===== src/rtl/fbns_pkg.sv =====
package fbns_pkg;

  // Fixed field widths
  localparam int unsigned NoteW  = 7;
  localparam int unsigned CountW = 7;
  localparam int unsigned PhaseW = 8;
  localparam int unsigned CfgIdxW  = 2;
  localparam int unsigned CfgDataW = 8;

  // Register reset values
  localparam logic [PhaseW-1:0] TickDivReset   = 8'd24;
  localparam logic [CountW-1:0] MaxBlocksReset = 7'd10;
  localparam logic [NoteW-1:0]  BaseNoteReset  = 7'd36;

  localparam logic [NoteW-1:0] VelocityOn  = 7'd127;
  localparam logic [NoteW-1:0] VelocityOff = 7'd0;

  // Register indexes
  localparam logic [CfgIdxW-1:0] CFG_TICK_DIV   = 2'd0;
  localparam logic [CfgIdxW-1:0] CFG_MAX_BLOCKS = 2'd1;
  localparam logic [CfgIdxW-1:0] CFG_BASE_NOTE  = 2'd2;

  // Command codes
  localparam logic OP_KEY  = 1'b0;
  localparam logic OP_TICK = 1'b1;

  typedef struct packed {
    logic       opcode;
    logic [2:0] key_row;
    logic [3:0] key_col;
  } fbns_in_t;

  typedef struct packed {
    logic             note_on;
    logic [NoteW-1:0] note_number;
    logic [NoteW-1:0] velocity;
    logic             last_event;
  } fbns_out_t;

  // Control from the sequencer to the event buffer
  typedef struct packed {
    logic             push;
    logic             on;
    logic [NoteW-1:0] note;
    logic             flush;
  } fbns_evt_ctl_t;

  typedef enum logic [1:0] {
    ST_IDLE,
    ST_SWEEP,
    ST_FLUSH
  } fbns_state_e;

endpackage


===== src/rtl/fbns_col_step.sv =====
module fbns_col_step #(
  parameter int unsigned ROWS = 8
) (
  input  logic [ROWS-1:0] old_col_i,
  input  logic            recycle_i,
  output logic [ROWS-1:0] next_col_o,
  output logic            ev_valid_o,
  output logic            ev_on_o,
  output logic            drop_o
);

  // Move every block down one row, wrap the bottom one if recycling
  assign next_col_o = {old_col_i[ROWS-2:0], old_col_i[ROWS-1] & recycle_i};

  // Arrival on the bottom row wins over a bottom row going empty
  assign ev_on_o    = old_col_i[ROWS-2];
  assign ev_valid_o = old_col_i[ROWS-2] | old_col_i[ROWS-1];

  // A block leaves the grid
  assign drop_o = old_col_i[ROWS-1] & ~recycle_i;

endmodule


===== src/rtl/fbns_evt_buf.sv =====
module fbns_evt_buf (
  input  logic                    clk_i,
  input  logic                    rst_ni,
  input  fbns_pkg::fbns_evt_ctl_t ctl_i,
  output fbns_pkg::fbns_out_t     result_o,
  output logic                    strobe_o
);
  import fbns_pkg::*;

  logic             pend_vld_q, pend_vld_d;
  logic             pend_on_q, pend_on_d;
  logic [NoteW-1:0] pend_note_q, pend_note_d;
  logic             strobe_q, strobe_d;
  fbns_out_t        result_q, result_d;

  // Hold one event back until it is known whether another follows
  always_comb begin
    pend_vld_d  = pend_vld_q;
    pend_on_d   = pend_on_q;
    pend_note_d = pend_note_q;
    strobe_d    = 1'b0;
    result_d    = result_q;
    if (ctl_i.push) begin
      pend_vld_d  = 1'b1;
      pend_on_d   = ctl_i.on;
      pend_note_d = ctl_i.note;
    end else if (ctl_i.flush) begin
      pend_vld_d = 1'b0;
    end
    if ((ctl_i.push || ctl_i.flush) && pend_vld_q) begin
      strobe_d             = 1'b1;
      result_d.note_on     = pend_on_q;
      result_d.note_number = pend_note_q;
      result_d.velocity    = pend_on_q ? VelocityOn : VelocityOff;
      result_d.last_event  = ctl_i.flush;
    end
  end

  always_ff @(posedge clk_i or negedge rst_ni) begin
    if (!rst_ni) begin
      pend_vld_q <= 1'b0;
      strobe_q   <= 1'b0;
    end else begin
      pend_vld_q <= pend_vld_d;
      strobe_q   <= strobe_d;
    end
  end

  always_ff @(posedge clk_i) begin
    pend_on_q   <= pend_on_d;
    pend_note_q <= pend_note_d;
    result_q    <= result_d;
  end

  assign result_o = result_q;
  assign strobe_o = strobe_q;

endmodule


===== src/rtl/falling_block_note_sequencer.sv =====
// Channel  | Ports                             | Transfer
// ---------+-----------------------------------+-----------------------------------
// command  | start, busy, in_i                 | edge with start high and busy low
// result   | out_strobe_o, result_o            | edge with out_strobe_o high
// config   | cfg_we_i, cfg_idx_i, cfg_data_i   | edge with cfg_we_i high
//
// A key press or a tick that does not shift leaves busy low.
// A shifting tick sweeps the columns through one shared column unit, one
// column a cycle, then passes the flush state; busy is high through both.
// Each result leaves in the cycle after its event is followed by the next, the
// final one in the first cycle with busy low again. Reset clears the grid,
// flags, count and phase at once. Results cannot be held off by the receiver.
module falling_block_note_sequencer #(
  parameter int unsigned COLUMNS = 8,
  parameter int unsigned ROWS    = 8
) (
  input  logic                                   clk_i,
  input  logic                                   rst_ni,
  input  logic                                   start,
  output logic                                   busy,
  input  fbns_pkg::fbns_in_t                     in_i,
  output logic                                   out_strobe_o,
  output fbns_pkg::fbns_out_t                    result_o,
  input  logic                                   cfg_we_i,
  input  logic [fbns_pkg::CfgIdxW-1:0]           cfg_idx_i,
  input  logic [fbns_pkg::CfgDataW-1:0]          cfg_data_i
);
  import fbns_pkg::*;

  localparam int unsigned CW = $clog2(COLUMNS);
  localparam logic [CW-1:0] LastCol = CW'(COLUMNS - 1);

  fbns_state_e      state_q, state_d;
  logic [CW-1:0]    col_q, col_d;
  logic [ROWS-1:0]  grid_q [COLUMNS];
  logic [COLUMNS-1:0] recycle_q, recycle_d;
  logic [CountW-1:0] count_q, count_d;
  logic [PhaseW-1:0] phase_q, phase_d;
  logic [PhaseW-1:0] tick_div_q;
  logic [CountW-1:0] max_blocks_q;
  logic [NoteW-1:0]  base_note_q;

  logic              accept;
  logic              key_ok;
  logic              key_bottom;
  logic [CW-1:0]     rd_idx;
  logic [ROWS-1:0]   rd_col;
  logic [ROWS-1:0]   key_mask;
  logic              grid_we;
  logic [ROWS-1:0]   grid_wdata;
  logic [ROWS-1:0]   step_next;
  logic              step_ev_valid;
  logic              step_ev_on;
  logic              step_drop;
  logic [PhaseW-1:0] div_eff;
  logic [PhaseW-1:0] phase_inc;
  fbns_evt_ctl_t     evt_ctl;

  assign accept     = start && (state_q == ST_IDLE);
  assign key_ok     = (5'(in_i.key_col) < 5'(COLUMNS)) && (5'(in_i.key_row) < 5'(ROWS));
  assign key_bottom = (5'(in_i.key_row) == 5'(ROWS - 1));
  assign key_mask   = {{(ROWS-1){1'b0}}, 1'b1} << in_i.key_row;

  // Single grid port: sweep column in the sweep state, key column otherwise
  assign rd_idx = (state_q == ST_SWEEP) ? col_q : CW'(in_i.key_col);
  assign rd_col = grid_q[rd_idx];

  fbns_col_step #(
    .ROWS(ROWS)
  ) u_col_step (
    .old_col_i (rd_col),
    .recycle_i (recycle_q[rd_idx]),
    .next_col_o(step_next),
    .ev_valid_o(step_ev_valid),
    .ev_on_o   (step_ev_on),
    .drop_o    (step_drop)
  );

  assign div_eff   = (tick_div_q == '0) ? PhaseW'(1) : tick_div_q;
  assign phase_inc = phase_q + PhaseW'(1);

  // Sequencer: next state, grid write and event control
  always_comb begin
    state_d    = state_q;
    col_d      = col_q;
    recycle_d  = recycle_q;
    count_d    = count_q;
    phase_d    = phase_q;
    grid_we    = 1'b0;
    grid_wdata = step_next;
    evt_ctl    = '0;
    evt_ctl.on   = step_ev_on;
    evt_ctl.note = base_note_q + NoteW'(col_q);
    unique case (state_q)
      ST_IDLE: begin
        if (accept) begin
          if (in_i.opcode == OP_KEY) begin
            if (key_ok) begin
              if (key_bottom) begin
                recycle_d[rd_idx] = ~recycle_q[rd_idx];
              end else if ((count_q < max_blocks_q) && ((rd_col & key_mask) == '0)) begin
                grid_we    = 1'b1;
                grid_wdata = rd_col | key_mask;
                count_d    = count_q + CountW'(1);
              end
            end
          end else begin
            if (phase_inc < div_eff) begin
              phase_d = phase_inc;
            end else begin
              phase_d = '0;
              col_d   = '0;
              state_d = ST_SWEEP;
            end
          end
        end
      end
      ST_SWEEP: begin
        grid_we      = 1'b1;
        evt_ctl.push = step_ev_valid;
        if (step_drop && (count_q != '0)) begin
          count_d = count_q - CountW'(1);
        end
        if (col_q == LastCol) begin
          state_d = ST_FLUSH;
        end else begin
          col_d = col_q + CW'(1);
        end
      end
      ST_FLUSH: begin
        evt_ctl.flush = 1'b1;
        state_d       = ST_IDLE;
      end
      default: begin
        state_d = ST_IDLE;
      end
    endcase
  end

  always_ff @(posedge clk_i or negedge rst_ni) begin
    if (!rst_ni) begin
      state_q   <= ST_IDLE;
      col_q     <= '0;
      recycle_q <= '0;
      count_q   <= '0;
      phase_q   <= '0;
    end else begin
      state_q   <= state_d;
      col_q     <= col_d;
      recycle_q <= recycle_d;
      count_q   <= count_d;
      phase_q   <= phase_d;
    end
  end

  // Grid storage, cleared by reset
  always_ff @(posedge clk_i or negedge rst_ni) begin
    if (!rst_ni) begin
      for (int i = 0; i < COLUMNS; i++) begin
        grid_q[i] <= '0;
      end
    end else if (grid_we) begin
      grid_q[rd_idx] <= grid_wdata;
    end
  end

  // Configuration registers
  always_ff @(posedge clk_i or negedge rst_ni) begin
    if (!rst_ni) begin
      tick_div_q   <= TickDivReset;
      max_blocks_q <= MaxBlocksReset;
      base_note_q  <= BaseNoteReset;
    end else if (cfg_we_i) begin
      unique case (cfg_idx_i)
        CFG_TICK_DIV:   tick_div_q   <= cfg_data_i;
        CFG_MAX_BLOCKS: max_blocks_q <= cfg_data_i[CountW-1:0];
        CFG_BASE_NOTE:  base_note_q  <= cfg_data_i[NoteW-1:0];
        default: begin
        end
      endcase
    end
  end

  fbns_evt_buf u_evt_buf (
    .clk_i   (clk_i),
    .rst_ni  (rst_ni),
    .ctl_i   (evt_ctl),
    .result_o(result_o),
    .strobe_o(out_strobe_o)
  );

  assign busy = (state_q != ST_IDLE);

  // The final event of a sweep leaves only after the sequencer is idle again
  a_last_after_sweep: assert property (@(posedge clk_i) disable iff (!rst_ni)
    out_strobe_o && result_o.last_event |-> !busy)
    else $error("last event shown while still sweeping");

  // Non-final events leave only during the sweep or flush state
  a_mid_in_sweep: assert property (@(posedge clk_i) disable iff (!rst_ni)
    out_strobe_o && !result_o.last_event |-> state_q == ST_SWEEP || state_q == ST_FLUSH)
    else $error("event shown outside a sweep");

  // The sweep visits every column once, in order
  a_sweep_advance: assert property (@(posedge clk_i) disable iff (!rst_ni)
    state_q == ST_SWEEP && col_q != LastCol |=> state_q == ST_SWEEP &&
    col_q == $past(col_q) + CW'(1))
    else $error("column sweep skipped or stopped");

endmodule


===== config.mk =====
export PLATFORM = sky130hd
export DESIGN_NAME = falling_block_note_sequencer
export DESIGN_NICKNAME = d
export VERILOG_FILES = /design/src/rtl/fbns_pkg.sv /design/src/rtl/fbns_col_step.sv /design/src/rtl/fbns_evt_buf.sv /design/src/rtl/falling_block_note_sequencer.sv
export SDC_FILE = /design/constraint.sdc
export NUM_CORES = 1
export LEC_CHECK = 0
export ABC_AREA = 0
export BUFFER_PORTS_ARGS = -buffer_cell sky130_fd_sc_hd__buf_4
export CAP_MARGIN = 30
export CORE_UTILIZATION = 55
export DETAILED_ROUTE_END_ITERATION = 10
export HOLD_SLACK_MARGIN = 0.05
export PLACE_DENSITY_LB_ADDON = 0.2
export SYNTH_ARGS = -nofsm -noshare
export SYNTH_HDL_FRONTEND = slang
export SYNTH_SLANG_ARGS = --single-unit

===== constraint.sdc =====
create_clock -name clk_i -period 9.47 [get_ports clk_i]
set_input_delay 1.4205 -clock clk_i [delete_from_list [all_inputs] [get_ports clk_i]]
set_output_delay 1.4205 -clock clk_i [all_outputs]
set_load 0.03 [all_outputs]

=== Word level (Yosys, flattened, before mapping) ===
Cells that the tools add are included.
Widths: inputs -> output; s select.

* Bitwise logic cells: 8
* Divide/modulo/power cells: 0
* Muxes and demuxes: 49
* Reduce and logical (&&, ||, !) cells: 23
* Shift operators: 1
* Equality and inequality tests: 16
* $mul: 0
* Magnitude comparators: 7
* Add/subtract/negate cells: 5

{| class="wikitable"
|+ Operators by type and width
! kind !! number
|-
| $mux 8 || 11
|-
| $bwmux 64 || 1
|-
| $mux 7 || 7
|-
| $bmux 8 s3 || 1
|-
| $demux 8 s3 || 1
|-
| $logic_not 8->1 || 2
|-
| $mux 3 || 5
|-
| $ne 2x2->1 const B || 7
|-
| $pmux 7 s2 || 1
|-
| $mux 1 || 12
|-
| $reduce_and 5->1 || 2
|-
| $add 8x1->8 const B || 1
|-
| $and 8x8->8 || 1
|-
| $bwmux 8 || 1
|-
| $lt 8x8->1 || 1
|-
| $mux 2 || 4
|-
| $or 8x8->8 || 1
|-
| $shl 1x3->8 const A || 1
|-
| $add 7x1->7 const B || 1
|-
| $add 7x3->7 || 1
|-
| $lt 7x7->1 || 1
|-
| $reduce_and 7->1 || 1
|-
| $reduce_bool 7->1 || 1
|-
| $sub 7x1->7 const B || 1
|-
| 26 further kinds || 43
|}

* Word-level logic and storage cells: 133
* Output and inout port bits: 18
* Memories: 0
* Input port bits: 22
* RAM bits: 0
* Latch bits: 0
* Bits in read-only memories: 0
* Register bits after elaboration: 140

=== Longest topological paths before layout ===
Gate-level depths: netlist of the first run.

* Word-level depth: 16
* Gate-level depth with buffers: 14
* Gate-level depth less buffers: 13

=== Cells and area by module ===
Synthesis of the first run repeated with hierarchy kept, for this count alone.

* Cell total of the unflattened synthesis: 995
* Area total of the unflattened synthesis: 8674.6 um^2

{| class="wikitable"
|+ By module, submodules not included
! module !! area an instance (um^2) !! cells each !! instances !! sequential area each (um^2)
|-
| falling_block_note_sequencer || 7963.9 || 955 || 1 || 2860.2
|-
| fbns_evt_buf || 631.9 || 29 || 1 || 560.5
|-
| fbns_col_step || 78.8 || 11 || 1 || 0.0
|}

=== Least setup slack after synthesis of the first run ===
OpenSTA, ideal clock, no wires.

* Path kind: input port to flip-flop
* From: in in_i[0] (netlist name)
* To: reg count_q[2]
* Buffers on the path: 2
* Stages: 10
* Required time: 9345 ps
* Arrival time: 4235 ps
* Slack: 5110 ps
* Library setup time: 125 ps
* Cells stage by stage: buf_2 -> mux2i_1 -> buf_6 -> mux4_2 -> a32o_1 -> a311o_1 -> a2111o_1 -> or2_1 -> a21oi_4 -> mux2_2

* Word-level cells in the longest chain between the ends: 10
* Elaborated cells on any way between the ends: 18
* Classes of those cells: order compare (1); eq/ne (3); mux (6); bitwise (4); reduce/logical (4)

{| class="wikitable"
|+ Ends and longest elaborated chain
! element !! line !! text
|-
| start, declared || falling_block_note_sequencer.sv:21 || <nowiki>input fbns_pkg::fbns_in_t in_i,</nowiki>
|-
| $mux 3 || falling_block_note_sequencer.sv:65 || <nowiki>assign rd_idx = (state_q == ST_SWEEP) ? col_q : CW'(in_i.key_col);</nowiki>
|-
| $not 3->4 (not written as such) || falling_block_note_sequencer.sv:66 || <nowiki>assign rd_col = grid_q[rd_idx];</nowiki>
|-
| $bmux 8 s3 || falling_block_note_sequencer.sv:66 ||
|-
| $mux 8 (not written as such) (2 in a row) || falling_block_note_sequencer.sv:66 ||
|-
| $and 8x8->8 || falling_block_note_sequencer.sv:101 || <nowiki>end else if ((count_q < max_blocks_q) && ((rd_col & key_mask) == '0)) begin</nowiki>
|-
| $logic_not 8->1 || falling_block_note_sequencer.sv:101 ||
|-
| $logic_and 1x1->1 || falling_block_note_sequencer.sv:101 ||
|-
| $ne 2x1->1 (no line) || n/a ||
|-
| $reduce_and 7->1 (no line) (*) || n/a ||
|-
| end signal, assigned || falling_block_note_sequencer.sv:151 || <nowiki>count_q <= count_d;</nowiki>
|-
| end, declared || falling_block_note_sequencer.sv:37 || <nowiki>logic [CountW-1:0] count_q, count_d;</nowiki>
|}

Every way passes the cells marked *; elsewhere a longest branch is shown, timed or not. The select of a mux whose other input is x is not followed.
A chain may end at the register's enable or synchronous reset.

==> results of run 1 <==
-- cell type report --
| cell class | instances | area (um2) | area share |
|---|---|---|---|
| sequential | 133 | 3420 | 0.438 |
| inverter | 41 | 154 | 0.0197 |
| tap | 168 | 210 | 0.0269 |
| timing repair buffer | 43 | 323 | 0.0413 |
| clock buffer | 17 | 425 | 0.0545 |
| multi-input combinational | 407 | 3120 | 0.400 |
| clock inverter | 15 | 155 | 0.0199 |
-- registers in the layout (all words and copies together), names as in the netlist, 2 cells and up --
register / cells
grid_q: 64
u_evt_buf.result_o: 9
phase_q: 8
recycle_q: 8
tick_div_q: 8
base_note_q: 7
count_q: 7
max_blocks_q: 7
u_evt_buf.pend_note_q: 7
col_q: 3
state_q: 2
-- per-layer routing --
metal | global-route usage | part of all wire
met5 | 0 | 0
met1 | 0.381 | 0.45
met3 | 0.0659 | 0.065
met2 | 0.413 | 0.46
met4 | 0.103 | 0.024
-- power groups by stage --
stage / Sequential, mW / Clock [mW] / Combinational (mW)
finish: 0.892 / 0.644 / 0.863
global route: 0.912 / 0.679 / 0.957
CTS: 0.889 / 0.655 / 0.860
detailed placement: 0.895 / 0 / 0.852
global placement: 0.890 / 0 / 0.823
floorplan: 0.861 / 0 / 0.652
-- worst min path at each step --
stage	startpoint	cells past startpoint	end	slack [ns]
6_report	u_evt_buf.pend_note_q[4]	0	u_evt_buf.result_o[12]	0.42
5_1_grt	u_evt_buf.pend_on_q	0	u_evt_buf.result_o[6]	0.42
4_1_cts	u_evt_buf.pend_note_q[3]	0	u_evt_buf.result_o[11]	0.42
3_5_place_dp	u_evt_buf.pend_note_q[3]	0	u_evt_buf.result_o[11]	0.41
3_3_place_gp	u_evt_buf.pend_note_q[1]	0	u_evt_buf.result_o[9]	0.40
2_1_floorplan	u_evt_buf.pend_note_q[2]	0	u_evt_buf.result_o[10]	0.40
-- through the flow --
| stage | std cells | setup WS (ns) | power, mW | util |
|---|---|---|---|---|
| global placement | 792 | 4.47 | 1.71 | 0.599 |
| CTS | 824 | 4.78 | 2.40 | 0.648 |
| global route | 824 | 4.30 | 2.55 | 0.648 |
| detailed placement | 792 | 4.43 | 1.75 | 0.599 |
| floorplan | 612 | 5.11 | 1.51 | - |
| finish | 824 | 4.64 | 2.40 | 0.648 |
-- cell usage after synthesis (6+ instances only) --
cell type / number
a21o_1: 12
a21oi_1: 7
a22oi_1: 8
a2bb2oi_1: 16
buf_4: 8
clkbuf_1: 17
dfrtp_1: 110
dfstp_2: 6
edfxtp_1: 17
ha_1: 24
inv_1: 41
mux2_2: 25
mux2i_1: 27
nand2_1: 47
nand2b_1: 7
nor2_1: 35
o21ai_0: 33
o21bai_1: 8
o2bb2ai_1: 48
o31ai_1: 11
xnor2_1: 12
xor2_1: 6
-- kinds of logic after synthesis --
family | share of synthesized area
and+or+nand+nor | 0.0879
DFF | 0.499
xor gates and xnor gates | 0.0230
muxes | 0.0903
buffers and inverters | 0.0465
AOI/OAI and AO/OA | 0.204
adders and majority gates | 0.0496
==> impl_metrics.py, run 1 <==
metrics = {
    "status": {
        "status": "finished clean",
    },
    "die": {
        "initial_core_util": 0.569,
        "num_rows": 40,
        "core_region_area_mm2": 0.0121,
        "dieArea_mm2": 0.0129,
        "die_x_um": 114,
        "die_h_um": 114,
        "io_pins": 40,
    },
    "routing": {
        "vias": 5098,
        "postRouteWirelength_mm": 16.1,
        "vias_per_cell": 6.19,
        "drt-wirelength-per-cell_um": 19.6,
        "drt_iter0_drc": 492,
        "drc": 0,
        "first_pass_iters": 5,
        "ant_nets": 0,
    },
    "clock_network": {
        "cts-resized-gates": 0,
        "clk_pin_slew_worst_paths_ns": 0.06,
        "cts.hold.buffers_added": 0,
        "numClockSinks": 133,
        "htreeDepth": 4,
        "tritoncts": "built",
        "cts_setup_buffers": 0,
        "clock_latency_ns": 0.42,
        "clockBufferDepth": 2,
        "cts-root-buf": "clkbuf_16",
        "cts_buffers": 17,
    },
    "pwr": {
        "vdd.ir_drop.worst_uv": 107,
        "seqPwrFrac": 0.372,
        "p_sw_uw": 880,
        "leakage_nw": 3.60,
        "p_int_mw": 1.52,
        "netSwitchingFraction": 0.367,
        "clkPwrFrac": 0.268,
        "combPwrFrac": 0.360,
        "power_density_mw_per_mm2": 307,
    },
    "timing": {
        "hold_ws_ns": 0.417,
        "finalCritPeriodShare": 0.510,
        "finalSetupViolations": 0,
        "fmax_mhz": 207,
        "maxSlewHeadroom": 0.299,
        "tightest_slew_ns": 1.02,
        "slew_violations": 0,
        "clock-skew-final_ns": 0.00970,
        "grt_setup_unrepaired": "no",
        "finalHoldViolCount": 0,
        "finalSetupTns_ns": 0,
        "min_period_ns": 4.83,
    },
    "global_route": {
        "grt_max_degree": 62,
        "grt_pass1_vias": 4972,
        "antenna_found_initial": 0,
        "overflow": 0,
        "grtUsageTotal": 0.273,
        "grt_pass1_wl_mm": 26.5,
    },
    "logic_synthesis": {
        "synth-seq-area-share": 0.499,
        "synth_edf_count": 17,
        "async_flop_share": 0.872,
        "synth_area_leaders": "dfrtp_1 40%, edfxtp_1 7.4%, o2bb2ai_1 6.1%",
        "ys_seq_elements": 133,
        "synth_top_area_share": 0.401,
        "synth-main-ff-cell": "dfrtp_1",
        "yosysWarnings": 0,
        "synth_cell_types": 66,
        "yosysTopAreaCell": "dfrtp_1",
        "avgSynthCellArea_um2": 11.2,
        "synth_area_mm2": 0.00686,
        "syn-instance-count": 612,
        "synth_fp_nets": 660,
    },
    "placed_design": {
        "port_buffers": 39,
        "globalplace.congestion": 0.920,
        "place_hpwl_mm": 11.4,
        "place_area_mm2": 0.00723,
    },
    "worst_setup_path": {
        "cp_slowest_cell": "o31ai_1",
        "cp.required_ns": 9.74,
        "reg2regPathDepth": 9,
        "crit_end": "grid_q[58]",
        "path_buf_inv": 1,
        "max_stage_delay_ns": 0.94,
        "worst-path-stages": 9,
        "critPathLaunch": "state_q[1]",
        "path_max_fanout": 24,
        "crit_type": "flop to flop",
        "r2r_start": "state_q[1]",
        "crit_chain": "nand2b_1, inv_1, o31ai_1, a22oi_1, o221ai_1, a2111o_1, nor2_2, a22oi_1, o2bb2ai_1",
        "cpMostUsedCell": "a22oi_1",
        "path_delay_family": "compound AO/OA/AOI/OAI gates",
        "r2r-end": "grid_q[58]",
        "startpoint_type": "flop",
        "worstPathArrival_ns": 5.09,
        "reg2reg_slack_ns": 4.64,
        "end_kind": "flop",
    },
    "finish": {
        "fin_nets": 691,
        "mostFrequentLayoutCell": "dfrtp_1",
        "diodes": 0,
        "fillCellCount": 922,
        "final_cell_mix": "110 x dfrtp_1, 48 x o2bb2ai_1, 47 x nand2_1",
        "fin_area_mm2": 0.00781,
        "layout-drive-gt1-share": 0.180,
        "area_delta_synth_final_pct": 13.9,
    },
    "run": {
        "cap_violations": 0,
    },
    "worst_hold_path": {
        "hold_path_class": "flop to flop",
    },
}
No activity file was read; power rests on OpenSTA's default activity.
==> run 2: changes to the inputs <==
Settings changed: ABC_AREA 0 to 1.
Clock period 9.47 ns to 4.3 ns, I/O delays scaled along.
==> impl_metrics.py, run 2 <==
metrics = {
    "status": {
        "status": "finished clean",
    },
    "finish": {
        "fin_cells": 1132,
        "layout-drive-gt1-share": 0.123,
        "top_register": "grid_q",
        "mostFrequentLayoutCell": "nand2_1",
        "diodes": 0,
        "fillCellCount": 1111,
        "area_delta_synth_final_pct": 13.2,
        "fin_nets": 995,
        "fin_area_mm2": 0.00826,
        "largest_reg_flops": 64,
        "final_cell_mix": "397 x nand2_1, 110 x dfrtp_1, 75 x inv_1",
    },
    "logic_synthesis": {
        "synth-main-ff-cell": "dfrtp_1",
        "syn-instance-count": 909,
        "synth_edf_count": 17,
        "synth_commonest_cells": "397 x nand2_1, 110 x dfrtp_1, 75 x inv_1",
        "avgSynthCellArea_um2": 8.03,
        "ys_seq_elements": 133,
        "synth.most_common_cell": "nand2_1",
        "synth_fp_nets": 957,
        "synth_area_mm2": 0.00730,
        "synth_area_leaders": "dfrtp_1 38%, nand2_1 20%, edfxtp_1 7.0%",
        "synth_cell_types": 42,
        "synth_top_area_share": 0.377,
        "yosysTopAreaCell": "dfrtp_1",
        "yosysWarnings": 0,
        "synth-seq-area-share": 0.469,
        "async_flop_share": 0.872,
    },
    "routing": {
        "vias_per_cell": 5.30,
        "ant_nets": 0,
        "drt-wirelength-per-cell_um": 14.7,
        "drc": 0,
        "drt_iter0_drc": 523,
        "first_pass_iters": 5,
        "postRouteWirelength_mm": 16.7,
        "vias": 5999,
    },
    "worst_setup_path": {
        "crit_chain": "inv_2, nand2_4, nand2_4, nand2_2, buf_4, nand2_1, o22ai_1, nor2_1, and2_1, nor2_1, nor2_1, buf_4, nor2_1, nor2_1",
        "reg2regPathDepth": 14,
        "r2r-end": "u_evt_buf.result_o[12]",
        "cp_slowest_cell": "nor2_1",
        "max_stage_delay_ns": 0.54,
        "path_delay_family": "simple AND/OR/NAND/NOR gates",
        "startpoint_type": "flop",
        "path_buf_inv": 3,
        "cp.required_ns": 4.35,
        "crit_type": "flop to flop",
        "cpMostUsedCell": "nor2_1",
        "reg2reg_slack_ns": 0.68,
        "path_max_fanout": 23,
        "r2r_start": "state_q[1]",
        "end_kind": "flop",
        "worstPathArrival_ns": 3.67,
    },
    "clock_network": {
        "tritoncts": "built",
        "cts-root-buf": "clkbuf_16",
        "htreeDepth": 4,
        "cts_buffers": 17,
        "clk_pin_slew_worst_paths_ns": 0.06,
        "cts_setup_buffers": 0,
        "numClockSinks": 133,
        "clockBufferDepth": 2,
        "cts-resized-gates": 0,
        "cts.hold.buffers_added": 0,
        "clock_latency_ns": 0.43,
    },
    "die": {
        "core_region_area_mm2": 0.0128,
        "die_h_um": 117,
        "io_pins": 40,
        "initial_core_util": 0.571,
        "num_rows": 41,
        "dieArea_mm2": 0.0137,
        "die_x_um": 117,
    },
    "placed_design": {
        "pre_cts_slack_ns": 0.638,
        "globalplace.congestion": 0.897,
        "place_hpwl_mm": 11.7,
        "port_buffers": 39,
        "place_area_mm2": 0.00768,
        "dp.cells": 1100,
    },
    "timing": {
        "finalSetupTns_ns": 0,
        "slew_violations": 0,
        "maxSlewHeadroom": 0.428,
        "hold_ws_ns": 0.290,
        "min_period_ns": 3.62,
        "fmax_mhz": 276,
        "layout_setup_ws_ns": 0.677,
        "finalHoldViolCount": 0,
        "finalCritPeriodShare": 0.843,
        "clock-skew-final_ns": 0.0127,
        "finalSetupViolations": 0,
        "tightest_slew_ns": 0.856,
        "grt_setup_unrepaired": "no",
    },
    "run": {
        "cap_violations": 0,
    },
    "global_route": {
        "overflow": 0,
        "grt_max_degree": 63,
        "grtUsageTotal": 0.270,
        "antenna_found_initial": 0,
        "grt_pass1_vias": 5519,
        "grt_pass1_wl_mm": 27.8,
    },
    "worst_hold_path": {
        "hold_path_class": "primary input to asynchronous set/reset pin",
    },
    "pwr": {
        "vdd.ir_drop.worst_uv": 286,
        "leakage_nw": 4.48,
        "power_density_mw_per_mm2": 536,
    },
}
run 2: cells by family after synthesis:
family | count (synthesis) | share of synthesized area
compound gates | 77 | 0.0583
xor+xnor | 17 | 0.0204
fa+ha+maj | 26 | 0.0466
buf+inv | 103 | 0.0621
flops | 133 | 0.469
simple gates | 553 | 0.344
run 2: layout make-up:
class,count,area (um2),area share
clock buffer,24,482,0.0583
clock inverter,8,98.8,0.0120
inverter,78,293,0.0354
multi-input combinational,673,3420,0.414
sequential,133,3420,0.414
tap,172,215,0.0260
timing repair buffer,44,330,0.0400
run 2: per-stage QoR:
step | utilization | total power, mW
after floorplan | - | 2.66
after global placement | 0.602 | 2.96
after detailed placement | 0.602 | 2.99
after CTS | 0.647 | 4.43
after global routing | 0.647 | 4.69
final | 0.647 | 4.43
run 2: how the worst max path moves through the flow:
stage                          start                endpoint  slack (ns)  depth (start not counted)
after global placement       in_i[0]  u_evt_buf.result_o[14]        0.72                         14
final                     state_q[1]  u_evt_buf.result_o[12]        0.68                         14
after CTS                 state_q[1]  u_evt_buf.result_o[12]        0.66                         14
after global routing      state_q[1]  u_evt_buf.result_o[11]        0.33                         14
after floorplan              in_i[0]   u_evt_buf.result_o[0]        1.23                         14
after detailed placement     in_i[0]  u_evt_buf.result_o[14]        0.64                         14
run 2: power by group:
part,switching (mW),internal (mW),total [mW],leakage [nW]
Combinational,0.870,0.434,1.30,2.50
Clock,0.547,0.897,1.44,0.280
Sequential,0.164,1.52,1.68,1.70
run 2: per-layer routing:
layer | global-route usage | routed length [um] | vias up
li1 | - | - | 2980
met1 | 0.400 | 8370 | 2826
met2 | 0.396 | 7200 | 178
met4 | 0.0903 | 189 | 0
met3 | 0.0510 | 914 | 15
met5 | 0 | 0 | -
